<file path="src/hw/rtl/dirty_range_tracker_core_assert.svh">
// Assertion macros for the dirty range tracker core.
`ifndef DIRTY_RANGE_TRACKER_CORE_ASSERT_SVH
`define DIRTY_RANGE_TRACKER_CORE_ASSERT_SVH

// Condition holds at every clock edge outside reset.
`define DRT_ASSERT_ALWAYS(label, cond, msg) \
    label: assert property (@(posedge clk) disable iff (!rst_n) (cond)) else $error(msg);

// Consequent holds in the cycle after the antecedent.
`define DRT_ASSERT_NEXT(label, ante, cons, msg) \
    label: assert property (@(posedge clk) disable iff (!rst_n) (ante) |=> (cons)) else $error(msg);

`endif

</file>
<file path="src/hw/rtl/drt_pkg.sv">
// Shared types and constants for the dirty range tracker.
package drt_pkg;

    localparam int MAX_RANGES = 16;
    localparam int INDEX_BITS = 16;
    localparam int FIRST_W    = INDEX_BITS;
    localparam int COUNT_W    = INDEX_BITS + 1;
    localparam int END_W      = INDEX_BITS + 2;
    localparam int IDX_W      = (MAX_RANGES > 1) ? $clog2(MAX_RANGES) : 1;
    localparam int CNT_W      = $clog2(MAX_RANGES + 1);

    localparam logic [COUNT_W-1:0] COUNT_LIMIT = {1'b1, {INDEX_BITS{1'b0}}};

    localparam logic [1:0] CMD_MARK     = 2'd0;
    localparam logic [1:0] CMD_TRUNCATE = 2'd1;
    localparam logic [1:0] CMD_CLEAR    = 2'd2;
    localparam logic [1:0] CMD_READ     = 2'd3;

    localparam logic [1:0] STAT_OK       = 2'd0;
    localparam logic [1:0] STAT_OVERFLOW = 2'd1;
    localparam logic [1:0] STAT_EMPTY    = 2'd2;

    typedef struct packed {
        logic [1:0]         command;
        logic [FIRST_W-1:0] range_first;
        logic [COUNT_W-1:0] range_count;
    } cmd_t;

    typedef struct packed {
        logic [FIRST_W-1:0] out_first;
        logic [COUNT_W-1:0] out_count;
        logic               last_item;
        logic [1:0]         status;
    } rsp_t;

    typedef struct packed {
        logic [FIRST_W-1:0] start;
        logic [COUNT_W-1:0] len;
    } entry_t;

    typedef struct packed {
        logic shift;
        logic load;
    } cell_ctl_t;

    typedef struct packed {
        logic             shift;
        logic             wr_en;
        logic [IDX_W-1:0] wr_idx;
        entry_t           wr_data;
    } chain_ctl_t;

endpackage

</file>
<file path="src/hw/rtl/drt_cell.sv">
// One table cell: holds an entry, loads new data or takes its neighbor's.
module drt_cell (
    input  logic                clk,
    input  drt_pkg::cell_ctl_t  ctl,
    input  drt_pkg::entry_t     nbr,
    input  drt_pkg::entry_t     load_data,
    output drt_pkg::entry_t     q
);

    drt_pkg::entry_t q_reg;
    drt_pkg::entry_t q_next;

    always_comb
    begin
        if (ctl.load)
        begin
            q_next = load_data;
        end
        else if (ctl.shift)
        begin
            q_next = nbr;
        end
        else
        begin
            q_next = q_reg;
        end
    end

    always_ff @(posedge clk)
    begin
        q_reg <= q_next;
    end

    assign q = q_reg;

endmodule

</file>
<file path="src/hw/rtl/drt_chain.sv">
// Row of table cells shifting toward the head, with an indexed load port.
module drt_chain (
    input  logic                clk,
    input  drt_pkg::chain_ctl_t ctl,
    output drt_pkg::entry_t     head
);

    drt_pkg::entry_t q_arr [drt_pkg::MAX_RANGES];

    genvar i;
    generate
        for (i = 0; i < drt_pkg::MAX_RANGES; i++)
        begin : g_cell
            drt_pkg::entry_t    nbr;
            drt_pkg::cell_ctl_t cctl;

            if (i == drt_pkg::MAX_RANGES - 1)
            begin : g_tail
                assign nbr = q_arr[i];
            end
            else
            begin : g_mid
                assign nbr = q_arr[i+1];
            end

            assign cctl.shift = ctl.shift;
            assign cctl.load  = ctl.wr_en && (ctl.wr_idx == drt_pkg::IDX_W'(i));

            drt_cell u_cell (
                .clk       (clk),
                .ctl       (cctl),
                .nbr       (nbr),
                .load_data (ctl.wr_data),
                .q         (q_arr[i])
            );
        end
    endgenerate

    assign head = q_arr[0];

endmodule

</file>
<file path="src/hw/rtl/dirty_range_tracker_core.sv">
// Mark and truncate each walk the stored entries in one pass; clear resets the count.
// Read emits one range per cycle from the head cell while the output is free.
// Commands are taken one at a time; each pass walks the stored entries once.
// The row of cells shifts one entry per pop past a single merge and compare unit.
// Reset: asynchronous, clears control and empties the table; cell contents are kept.
`include "dirty_range_tracker_core_assert.svh"
module dirty_range_tracker_core (
    input  logic            clk,
    input  logic            rst_n,
    input  logic            cmd_valid,
    output logic            cmd_ready,
    input  drt_pkg::cmd_t   cmd,
    output logic            rsp_valid,
    input  logic            rsp_ready,
    output drt_pkg::rsp_t   rsp
);

    localparam logic [2:0] ST_IDLE  = 3'd0;
    localparam logic [2:0] ST_MARK  = 3'd1;
    localparam logic [2:0] ST_TRUNC = 3'd2;
    localparam logic [2:0] ST_READ  = 3'd3;
    localparam logic [2:0] ST_RESP  = 3'd4;

    logic [2:0]                   state_reg, state_next;
    logic [drt_pkg::CNT_W-1:0]    q_cnt_reg, q_cnt_next;
    logic [drt_pkg::CNT_W-1:0]    idx_reg, idx_next;
    logic [drt_pkg::CNT_W-1:0]    n_reg, n_next;
    logic                         merged_reg, merged_next;
    logic                         cism_reg, cism_next;
    logic [1:0]                   st_reg, st_next;
    logic                         out_valid_reg, out_valid_next;
    drt_pkg::rsp_t                out_reg, out_next;

    logic [drt_pkg::FIRST_W-1:0]  ms_reg, ms_next;
    logic [drt_pkg::END_W-1:0]    me_reg, me_next;
    logic [drt_pkg::FIRST_W-1:0]  lo_reg, lo_next;
    logic [drt_pkg::END_W-1:0]    hi_reg, hi_next;
    logic [drt_pkg::FIRST_W-1:0]  pos_reg, pos_next;
    drt_pkg::entry_t              c_reg, c_next;

    drt_pkg::chain_ctl_t          chain_ctl;
    drt_pkg::entry_t              head;

    logic                         accept;
    logic                         out_free;
    logic                         emit;
    logic                         pop;
    logic                         push;
    logic                         collapse;
    logic                         clr;
    drt_pkg::entry_t              push_data;
    logic [drt_pkg::COUNT_W-1:0]  cnt_sat;
    logic [drt_pkg::END_W-1:0]    head_end;
    logic [drt_pkg::END_W-1:0]    m_len_full;
    logic [drt_pkg::END_W-1:0]    col_len_full;
    logic [drt_pkg::CNT_W-1:0]    q_dec;
    logic [drt_pkg::CNT_W-1:0]    n_dec;
    logic                         ov;

    assign cmd_ready    = (state_reg == ST_IDLE);
    assign accept       = cmd_valid && cmd_ready;
    assign out_free     = !out_valid_reg || rsp_ready;
    assign cnt_sat      = (cmd.range_count > drt_pkg::COUNT_LIMIT) ? drt_pkg::COUNT_LIMIT
                                                                   : cmd.range_count;
    assign head_end     = drt_pkg::END_W'(head.start) + drt_pkg::END_W'(head.len);
    assign m_len_full   = me_reg - drt_pkg::END_W'(ms_reg);
    assign col_len_full = hi_reg - drt_pkg::END_W'(lo_reg);
    assign q_dec        = q_cnt_reg - drt_pkg::CNT_W'(1);
    assign n_dec        = n_reg - drt_pkg::CNT_W'(1);
    assign ov           = (drt_pkg::END_W'(head.start) <= me_reg)
                          && (head_end >= drt_pkg::END_W'(ms_reg));

    always_comb
    begin
        state_next  = state_reg;
        idx_next    = idx_reg;
        n_next      = n_reg;
        merged_next = merged_reg;
        cism_next   = cism_reg;
        st_next     = st_reg;
        ms_next     = ms_reg;
        me_next     = me_reg;
        lo_next     = lo_reg;
        hi_next     = hi_reg;
        pos_next    = pos_reg;
        c_next      = c_reg;
        out_next    = out_reg;
        emit        = 1'b0;
        pop         = 1'b0;
        push        = 1'b0;
        collapse    = 1'b0;
        clr         = 1'b0;
        push_data   = head;

        case (state_reg)
            ST_IDLE:
            begin
                if (accept)
                begin
                    idx_next = '0;
                    n_next   = q_cnt_reg;
                    st_next  = drt_pkg::STAT_OK;
                    case (cmd.command)
                        drt_pkg::CMD_MARK:
                        begin
                            if (cnt_sat == '0)
                            begin
                                state_next = ST_RESP;
                            end
                            else
                            begin
                                ms_next     = cmd.range_first;
                                me_next     = drt_pkg::END_W'(cmd.range_first)
                                              + drt_pkg::END_W'(cnt_sat);
                                lo_next     = cmd.range_first;
                                hi_next     = drt_pkg::END_W'(cmd.range_first)
                                              + drt_pkg::END_W'(cnt_sat);
                                merged_next = 1'b0;
                                cism_next   = 1'b1;
                                state_next  = ST_MARK;
                            end
                        end
                        drt_pkg::CMD_TRUNCATE:
                        begin
                            pos_next   = cmd.range_first;
                            state_next = ST_TRUNC;
                        end
                        drt_pkg::CMD_CLEAR:
                        begin
                            clr        = 1'b1;
                            state_next = ST_RESP;
                        end
                        drt_pkg::CMD_READ:
                        begin
                            if (q_cnt_reg == '0)
                            begin
                                st_next    = drt_pkg::STAT_EMPTY;
                                state_next = ST_RESP;
                            end
                            else
                            begin
                                state_next = ST_READ;
                            end
                        end
                        default:
                        begin
                            state_next = ST_IDLE;
                        end
                    endcase
                end
            end

            ST_MARK:
            begin
                if (idx_reg != n_reg)
                begin
                    pop      = 1'b1;
                    idx_next = idx_reg + drt_pkg::CNT_W'(1);
                    lo_next  = (head.start < lo_reg) ? head.start : lo_reg;
                    hi_next  = (head_end > hi_reg) ? head_end : hi_reg;
                    if (ov)
                    begin
                        ms_next     = (head.start < ms_reg) ? head.start : ms_reg;
                        me_next     = (head_end > me_reg) ? head_end : me_reg;
                        merged_next = 1'b1;
                    end
                    else if (cism_reg)
                    begin
                        push = 1'b1;
                        if (ms_reg < head.start)
                        begin
                            push_data.start = ms_reg;
                            push_data.len   = m_len_full[drt_pkg::COUNT_W-1:0];
                            c_next          = head;
                            cism_next       = 1'b0;
                        end
                    end
                    else
                    begin
                        push      = 1'b1;
                        push_data = c_reg;
                        c_next    = head;
                    end
                end
                else
                begin
                    state_next = ST_RESP;
                    if (!merged_reg && (n_reg == drt_pkg::CNT_W'(drt_pkg::MAX_RANGES)))
                    begin
                        collapse        = 1'b1;
                        push_data.start = lo_reg;
                        push_data.len   = col_len_full[drt_pkg::COUNT_W-1:0];
                        st_next         = drt_pkg::STAT_OVERFLOW;
                    end
                    else
                    begin
                        push = 1'b1;
                        if (cism_reg)
                        begin
                            push_data.start = ms_reg;
                            push_data.len   = m_len_full[drt_pkg::COUNT_W-1:0];
                        end
                        else
                        begin
                            push_data = c_reg;
                        end
                    end
                end
            end

            ST_TRUNC:
            begin
                if (idx_reg != n_reg)
                begin
                    pop      = 1'b1;
                    idx_next = idx_reg + drt_pkg::CNT_W'(1);
                    if (head.start < pos_reg)
                    begin
                        push = 1'b1;
                        if (head_end > drt_pkg::END_W'(pos_reg))
                        begin
                            push_data.len = drt_pkg::COUNT_W'(pos_reg)
                                            - drt_pkg::COUNT_W'(head.start);
                        end
                    end
                end
                else
                begin
                    state_next = ST_RESP;
                end
            end

            ST_READ:
            begin
                if (out_free)
                begin
                    pop                = 1'b1;
                    push               = 1'b1;
                    emit               = 1'b1;
                    out_next.out_first = head.start;
                    out_next.out_count = head.len;
                    out_next.last_item = (idx_reg == n_dec);
                    out_next.status    = drt_pkg::STAT_OK;
                    idx_next           = idx_reg + drt_pkg::CNT_W'(1);
                    if (idx_reg == n_dec)
                    begin
                        state_next = ST_IDLE;
                    end
                end
            end

            ST_RESP:
            begin
                if (out_free)
                begin
                    emit               = 1'b1;
                    out_next.out_first = '0;
                    out_next.out_count = '0;
                    out_next.last_item = 1'b1;
                    out_next.status    = st_reg;
                    state_next         = ST_IDLE;
                end
            end

            default:
            begin
                state_next = ST_IDLE;
            end
        endcase
    end

    always_comb
    begin
        if (clr)
        begin
            q_cnt_next = '0;
        end
        else if (collapse)
        begin
            q_cnt_next = drt_pkg::CNT_W'(1);
        end
        else if (push && !pop)
        begin
            q_cnt_next = q_cnt_reg + drt_pkg::CNT_W'(1);
        end
        else if (pop && !push)
        begin
            q_cnt_next = q_dec;
        end
        else
        begin
            q_cnt_next = q_cnt_reg;
        end
    end

    always_comb
    begin
        chain_ctl.shift   = pop;
        chain_ctl.wr_en   = push || collapse;
        chain_ctl.wr_data = push_data;
        if (collapse)
        begin
            chain_ctl.wr_idx = '0;
        end
        else if (pop)
        begin
            chain_ctl.wr_idx = q_dec[drt_pkg::IDX_W-1:0];
        end
        else
        begin
            chain_ctl.wr_idx = q_cnt_reg[drt_pkg::IDX_W-1:0];
        end
    end

    assign out_valid_next = emit ? 1'b1 : (rsp_ready ? 1'b0 : out_valid_reg);

    drt_chain u_chain (
        .clk  (clk),
        .ctl  (chain_ctl),
        .head (head)
    );

    always_ff @(posedge clk or negedge rst_n)
    begin
        if (!rst_n)
        begin
            state_reg     <= ST_IDLE;
            q_cnt_reg     <= '0;
            idx_reg       <= '0;
            n_reg         <= '0;
            merged_reg    <= 1'b0;
            cism_reg      <= 1'b0;
            st_reg        <= drt_pkg::STAT_OK;
            out_valid_reg <= 1'b0;
        end
        else
        begin
            state_reg     <= state_next;
            q_cnt_reg     <= q_cnt_next;
            idx_reg       <= idx_next;
            n_reg         <= n_next;
            merged_reg    <= merged_next;
            cism_reg      <= cism_next;
            st_reg        <= st_next;
            out_valid_reg <= out_valid_next;
        end
    end

    always_ff @(posedge clk)
    begin
        ms_reg  <= ms_next;
        me_reg  <= me_next;
        lo_reg  <= lo_next;
        hi_reg  <= hi_next;
        pos_reg <= pos_next;
        c_reg   <= c_next;
        out_reg <= out_next;
    end

    assign rsp_valid = out_valid_reg;
    assign rsp       = out_reg;

    `DRT_ASSERT_ALWAYS(a_cnt_bound, int'(q_cnt_reg) <= drt_pkg::MAX_RANGES, "entry count above capacity")
    `DRT_ASSERT_ALWAYS(a_idx_bound, !((state_reg == ST_MARK) || (state_reg == ST_TRUNC)) || (idx_reg <= n_reg), "pass index beyond entry count")
    `DRT_ASSERT_NEXT(a_clear_empty, accept && (cmd.command == drt_pkg::CMD_CLEAR), q_cnt_reg == '0, "clear left entries")
    `DRT_ASSERT_NEXT(a_read_done, (state_reg == ST_READ) && emit && out_next.last_item, state_reg == ST_IDLE, "read did not finish on last range")

endmodule
</file>
<file path="config.mk">
export PLATFORM = sky130hd
export DESIGN_NAME = dirty_range_tracker_core
export DESIGN_NICKNAME = d
export VERILOG_FILES = /design/src/hw/rtl/drt_pkg.sv /design/src/hw/rtl/drt_cell.sv /design/src/hw/rtl/drt_chain.sv /design/src/hw/rtl/dirty_range_tracker_core.sv
export VERILOG_INCLUDE_DIRS = /design/src /design/src/hw/rtl
export SDC_FILE = /design/constraint.sdc
export NUM_CORES = 2
export LEC_CHECK = 0
export ABC_AREA = 1
export BUFFER_PORTS_ARGS = -buffer_cell sky130_fd_sc_hd__buf_2
export CAP_MARGIN = 0
export CORE_ASPECT_RATIO = 0.75
export CORE_UTILIZATION = 65
export CTS_BUF_LIST = sky130_fd_sc_hd__clkbuf_8
export DETAILED_ROUTE_END_ITERATION = 10
export GPL_TIMING_DRIVEN = 1
export PLACE_DENSITY_LB_ADDON = 0.12
export SYNTH_ARGS = -nofsm -noshare
export SYNTH_HDL_FRONTEND = slang
export SYNTH_HIERARCHICAL = 1
export SYNTH_SLANG_ARGS = --single-unit
</file>
<file path="constraint.sdc">
create_clock -name clk -period 12.45 [get_ports clk]
set_input_delay 1.8675 -clock clk [delete_from_list [all_inputs] [get_ports clk]]
set_output_delay 1.8675 -clock clk [all_outputs]
set_load 0.01 [all_outputs]
</file>
; Yosys cells after proc, flatten, opt, wreduce, memory -nomap -nowiden
; Index checks and enable logic that the tools add are counted.
[classes]
n_eq_ne = 43
n_lt_le_gt_ge = 10
addsub = 9
bitwise = 1
n_mux = 124
n_reduce_logical = 67
[op_table]
columns = op, count
row1 = two-way mux 33 bit, 38
row2 = two-way mux 16 bit, 9
row3 = two-way mux 18 bit, 8
row4 = two-way mux 36 bit, 2
row5 = one-hot mux 18 bit (2 select lines), 2
row6 = one-hot mux 36 bit (2 select lines), 1
row7 = two-way mux 17 bit, 4
row8 = < comparator 16 bit, 4
row9 = one-hot mux 16 bit (2 select lines), 2
row10 = adder 16 x 17 -> 18 bit, 2
row11 = > comparator 18 bit, 2
row12 = nonzero test 2 bit, 18
row13 = two-way mux 5 bit, 7
row14 = one-hot mux 17 bit (2 select lines), 1
row15 = subtractor 17 x 16 -> 17 bit, 2
row16 = == test 4 bit (second input constant), 8
row17 = two-way mux 1 bit, 28
row18 = != test 2 bit (second input constant), 14
row19 = one-hot mux 3 bit (4 select lines), 2
row20 = AND reduction 6 bit, 4
row21 = logical AND 1 bit, 21
row22 = two-way mux 3 bit, 7
row23 = greater-or-equal comparator 18 x 16 -> 1 bit, 1
row24 = > comparator 18 x 16 -> 1 bit, 1
row25 = other kinds (39), 66
[totals]
elab_cells = 305
input_bits = 39
register_bits = 704

; Depth between registers and ports, before layout
[depth]
depth_word = 12
mapped_depth = 29
ltp_nobuf = 27

; Modules after synthesis
; The synthesis kept the hierarchy.
[modules_own_cells]
columns = mod, cells_per_inst, area_each_um2, n_inst
row1 = drt_cell, 141, 1476.4, 16
row2 = dirty_range_tracker_core, 2108, 15810.2, 1
row3 = drt_chain, 32, 126.4, 1

; Worst setup path before layout
; OpenSTA, ideal clock, no wires.
[synth_timing]
path_type = reg-to-reg
start = reg u_chain.g_cell[0].u_cell.q_reg, in the netlist u_chain/g_cell[0].u_cell/q[17]
end = reg me_reg[0] in the netlist's numbering (enable)
path_stages_with_launch = 22
setup_slack_ps = 7550
required_time_ps = 12032
t_arrival_ps = 4482
path_buffers = 1
setup_ps = 418
path_cell_list = edfxtp_1 -> ha_1 -> inv_1 -> fa_1 -> inv_1 -> nand3_1 -> nand2_1 -> nand2_1 -> a21oi_1 -> nor2_1 -> o21ba_2 -> xnor2_1 -> ha_1 -> nand2_1 -> nor4_1 -> nand3_1 -> nand4_4 -> nand2_4 -> buf_4 -> inv_2 -> nand2_1 -> o21ai_0
[synth_between]
elab_chain_len = 5
[synth_lines]
columns = item, line_no
row1 = from (decl), drt_cell.sv:10  ; drt_pkg::entry_t q_reg;
row2 = from (signal assigned), drt_cell.sv:31  ; q_reg <= q_next;
row3 = adder 16 x 17 -> 18 bit, dirty_range_tracker_core.sv:65  ; assign head_end = drt_pkg::END_W'(head.start) + drt_pkg::END_W'(head.len);
row4 = greater-or-equal comparator 18 x 16 -> 1 bit, dirty_range_tracker_core.sv:71  ; && (head_end >= drt_pkg::END_W'(ms_reg));
row5 = logical AND 1 bit, dirty_range_tracker_core.sv:71
row6 = != test 2 bit (no line), --
row7 = AND reduction 7 bit (no line) *, --
row8 = to (signal assigned), dirty_range_tracker_core.sv:352  ; me_reg <= me_next;
row9 = to (decl), dirty_range_tracker_core.sv:35  ; logic [drt_pkg::END_W-1:0] me_reg, me_next;
; Mark *: on every way between the ends. The rest lies on a longest branch, timed or not.
; A chain may end at the register's enable or synchronous reset.

==> impl_metrics.ini <==
[critical_path]
r2r_end = u_chain/g_cell[11].u_cell/q[17]
rr_startpoint = u_chain/g_cell[0].u_cell/q[19]
arrival_ps = 6960
worstPathRequired_ps = 12800
path_common_cell = nand2_1
critPathLaunchType = register
r2r_cells = 25
crit_path_end_kind = register
max_stage_delay_ps = 750
critPathTopFamily = simple AND/OR/NAND/NOR gates
path_buf_inv = 3
worst-setup-path-type = register to register
regToRegSetupSlack_ps = 5840
cpMaxStageDelayCell = or2_2
cp_max_fo = 35

[route]
routed_via_density = 6.04
wl_mm = 126
drtPass1Iterations = 6
drc_errors = 0
post_drt_wl_per_cell_um = 23.5
vias = 32311
drtAntennaViolNets = 0
drt_iter0_drc = 4726

[floorplan]
die_area_sq_um = 61900
core-area_sq_um = 59500
ios = 77
chipWidth_um = 287
die_h_um = 216
rows = 77
start_util_pct = 66.4

[global_route]
grt_overflow_total = 0
grtUsageTotal_pct = 40.7
grt_max_degree = 48
grt_pass1_wl_mm = 186
antenna_found_initial = 1
grt_pass1_vias = 29658

[clock_tree]
cts.repair.resized = 0
clk_latency_ps = 740
postCtsHoldBufs = 0
cts_num_sinks = 704
cts_tree = done
ctsHtreeMaxLevel = 3
post-cts-setup-buffers = 0
clk_pin_slew_ps = 60
root_buffer = clkbuf_8
ctsLongestPathBuffers = 3
numCtsBuffers = 105

[place]
io_buffer_count = 76
hpwl_mm = 90.7
gp_congestion = 1.07

[logic_synthesis]
synth_area_sq_um = 39600
yosysWarnings = 6
syn-instance-count = 4396
ys_types = 58
yosys_register_bits = 704
syn_avg_cell_area_sq_um = 9.00
async_flop_share_pct = 3.27
synth_edf_count = 681
synth_seq_area_share_pct = 53.1
syn-num-nets = 4640
synth_ff_type = edfxtp_1

[finish]
area_delta_synth_final_pct = 6.24
drive_gt1_share_pct = 11.1
fin_nets = 4716
layout_common_cells = nand2_1, edfxtp_1, inv_1
fillers = 4561
largest_reg_flops = 528
final_common_cell = nand2_1
final_util_pct = 70.6

[sta]
skew_ps = 39.6
setup_tns_ps = 0
tightest_slew_ps = 1450
rsz0062_at_grt = false
fin_crit_ps = 6610
hold_viol = 0
slew_headroom_pct = 3.43
setup_viol = 0
maxSlewViolCount = 0
period_share_pct = 53.1
fmax_ghz = 0.151

[hold_path]
hold_path.class = register to register
worstHoldStart = u_chain/g_cell[7].u_cell/q[22]
worstHoldPathCells = 2
hold_end = u_chain/g_cell[6].u_cell/q[22]

[flow_run]
drv_cap = 0

[run_status]
status = finished clean
==> cells in the mapped netlist, types with 4 or more instances <==
| cell type | count | area [sq um] |
|---|---|---|
| nand2_1 | 1960 | 7360 |
| edfxtp_1 | 681 | 20400 |
| inv_1 | 283 | 1060 |
| ha_1 | 200 | 2500 |
| nor2_1 | 189 | 709 |
| nand2_2 | 164 | 1030 |
| nand3_1 | 153 | 766 |
| a21oi_1 | 151 | 756 |
| o21ai_0 | 126 | 631 |
| buf_4 | 53 | 398 |
| buf_6 | 51 | 574 |
| nand4_1 | 42 | 263 |
| xor2_1 | 32 | 280 |
| or2_2 | 28 | 175 |
| clkbuf_1 | 26 | 97.6 |
| nor3_1 | 25 | 125 |
| dfrtp_1 | 23 | 576 |
| xnor2_1 | 23 | 201 |
| buf_8 | 16 | 240 |
| inv_8 | 16 | 180 |
| a31oi_1 | 10 | 62.6 |
| o211ai_1 | 10 | 75.1 |
| o21bai_1 | 10 | 75.1 |
| a221oi_1 | 9 | 78.8 |
| a211oi_1 | 8 | 60.1 |
| nand3b_1 | 8 | 60.1 |
| nor4_1 | 8 | 50.1 |
| o22ai_1 | 8 | 50.1 |
| o31ai_1 | 8 | 60.1 |
| buf_2 | 7 | 35.0 |
| o21ai_1 | 7 | 35.0 |
| inv_2 | 6 | 22.5 |
| fa_1 | 5 | 100 |
| a21boi_0 | 4 | 30.0 |
| a21o_1 | 4 | 30.0 |
| buf_1 | 4 | 15.0 |
==> cells by family after synthesis <==
family	count (synthesis)	synth area share, %
DFF	704	53.1
and+or+nand+nor	2594	27.1
muxes	2	0.0506
adders and majority gates	205	6.58
buffers and inverters	464	6.65
xor gates and xnor gates	55	1.22
AOI/OAI and AO/OA	372	5.29
==> routing by layer <==
layer  vias up  track usage [%]  share of wire (%)
li1      14686                -                  -
met1     15075             62.6                 42
met2      2288             53.1                 39
met3       262             16.1                 17
met4         0             10.1                2.5
met5         -                0                  0
==> cell type report <==
| class | count | area [sq um] | share of cell area (%) |
|---|---|---|---|
| sequential | 704 | 21000 | 50.0 |
| multi-input combinational | 3228 | 16000 | 38.0 |
| clock buffer | 106 | 1460 | 3.47 |
| inverter | 307 | 1270 | 3.03 |
| tap | 790 | 988 | 2.35 |
| timing repair buffer | 126 | 763 | 1.82 |
| clock inverter | 86 | 537 | 1.28 |
| antenna | 1 | 2.50 | 0.00595 |
==> how the worst max path moves through the flow <==
stage,endpoint,cells past startpoint,start
finish,u_chain/g_cell[11].u_cell/q[17],25,u_chain/g_cell[0].u_cell/q[19]
global route,u_chain/g_cell[11].u_cell/q[6],25,u_chain/g_cell[0].u_cell/q[19]
CTS,u_chain/g_cell[5].u_cell/q[23],25,u_chain/g_cell[0].u_cell/q[19]
detailed placement,u_chain/g_cell[11].u_cell/q[15],25,u_chain/g_cell[0].u_cell/q[19]
global placement,u_chain/g_cell[11].u_cell/q[15],25,u_chain/g_cell[0].u_cell/q[19]
floorplan,me_reg[0],21,u_chain/g_cell[0].u_cell/q[17]
==> through the flow <==
step	setup WS, ps	cells	hold WS (ps)	instance area [sq um]
after floorplan	7550	4396	480	39600
after global placement	6170	5154	489	40000
after detailed placement	6200	5154	496	40000
after CTS	6150	5346	487	42000
after global routing	5610	5347	509	42000
final	5840	5348	488	42000
==> worst register-to-register path: stages, from the launching register on <==
cell      delay, ps
edfxtp_1        580
ha_1            430
nand2_1         100
nand2_1          70
a31oi_1         260
o21ai_0         230
xnor2_1         660
inv_1           330
ha_1            380
nand2_1          90
inv_1            40
nand2_1          50
nand2_1          60
nand2_1          60
nand4_1          90
nand2_1          80
nand3_1          70
nand2_1         110
nand4_4         150
nand2_4         420
a21oi_1         220
nand2_1         180
nand3_1         250
nor2_2          160
buf_4           400
or2_2           770
Power is not shown: default switching activity piles up to over one toggle a cycle in this logic, so the estimate is an artifact.
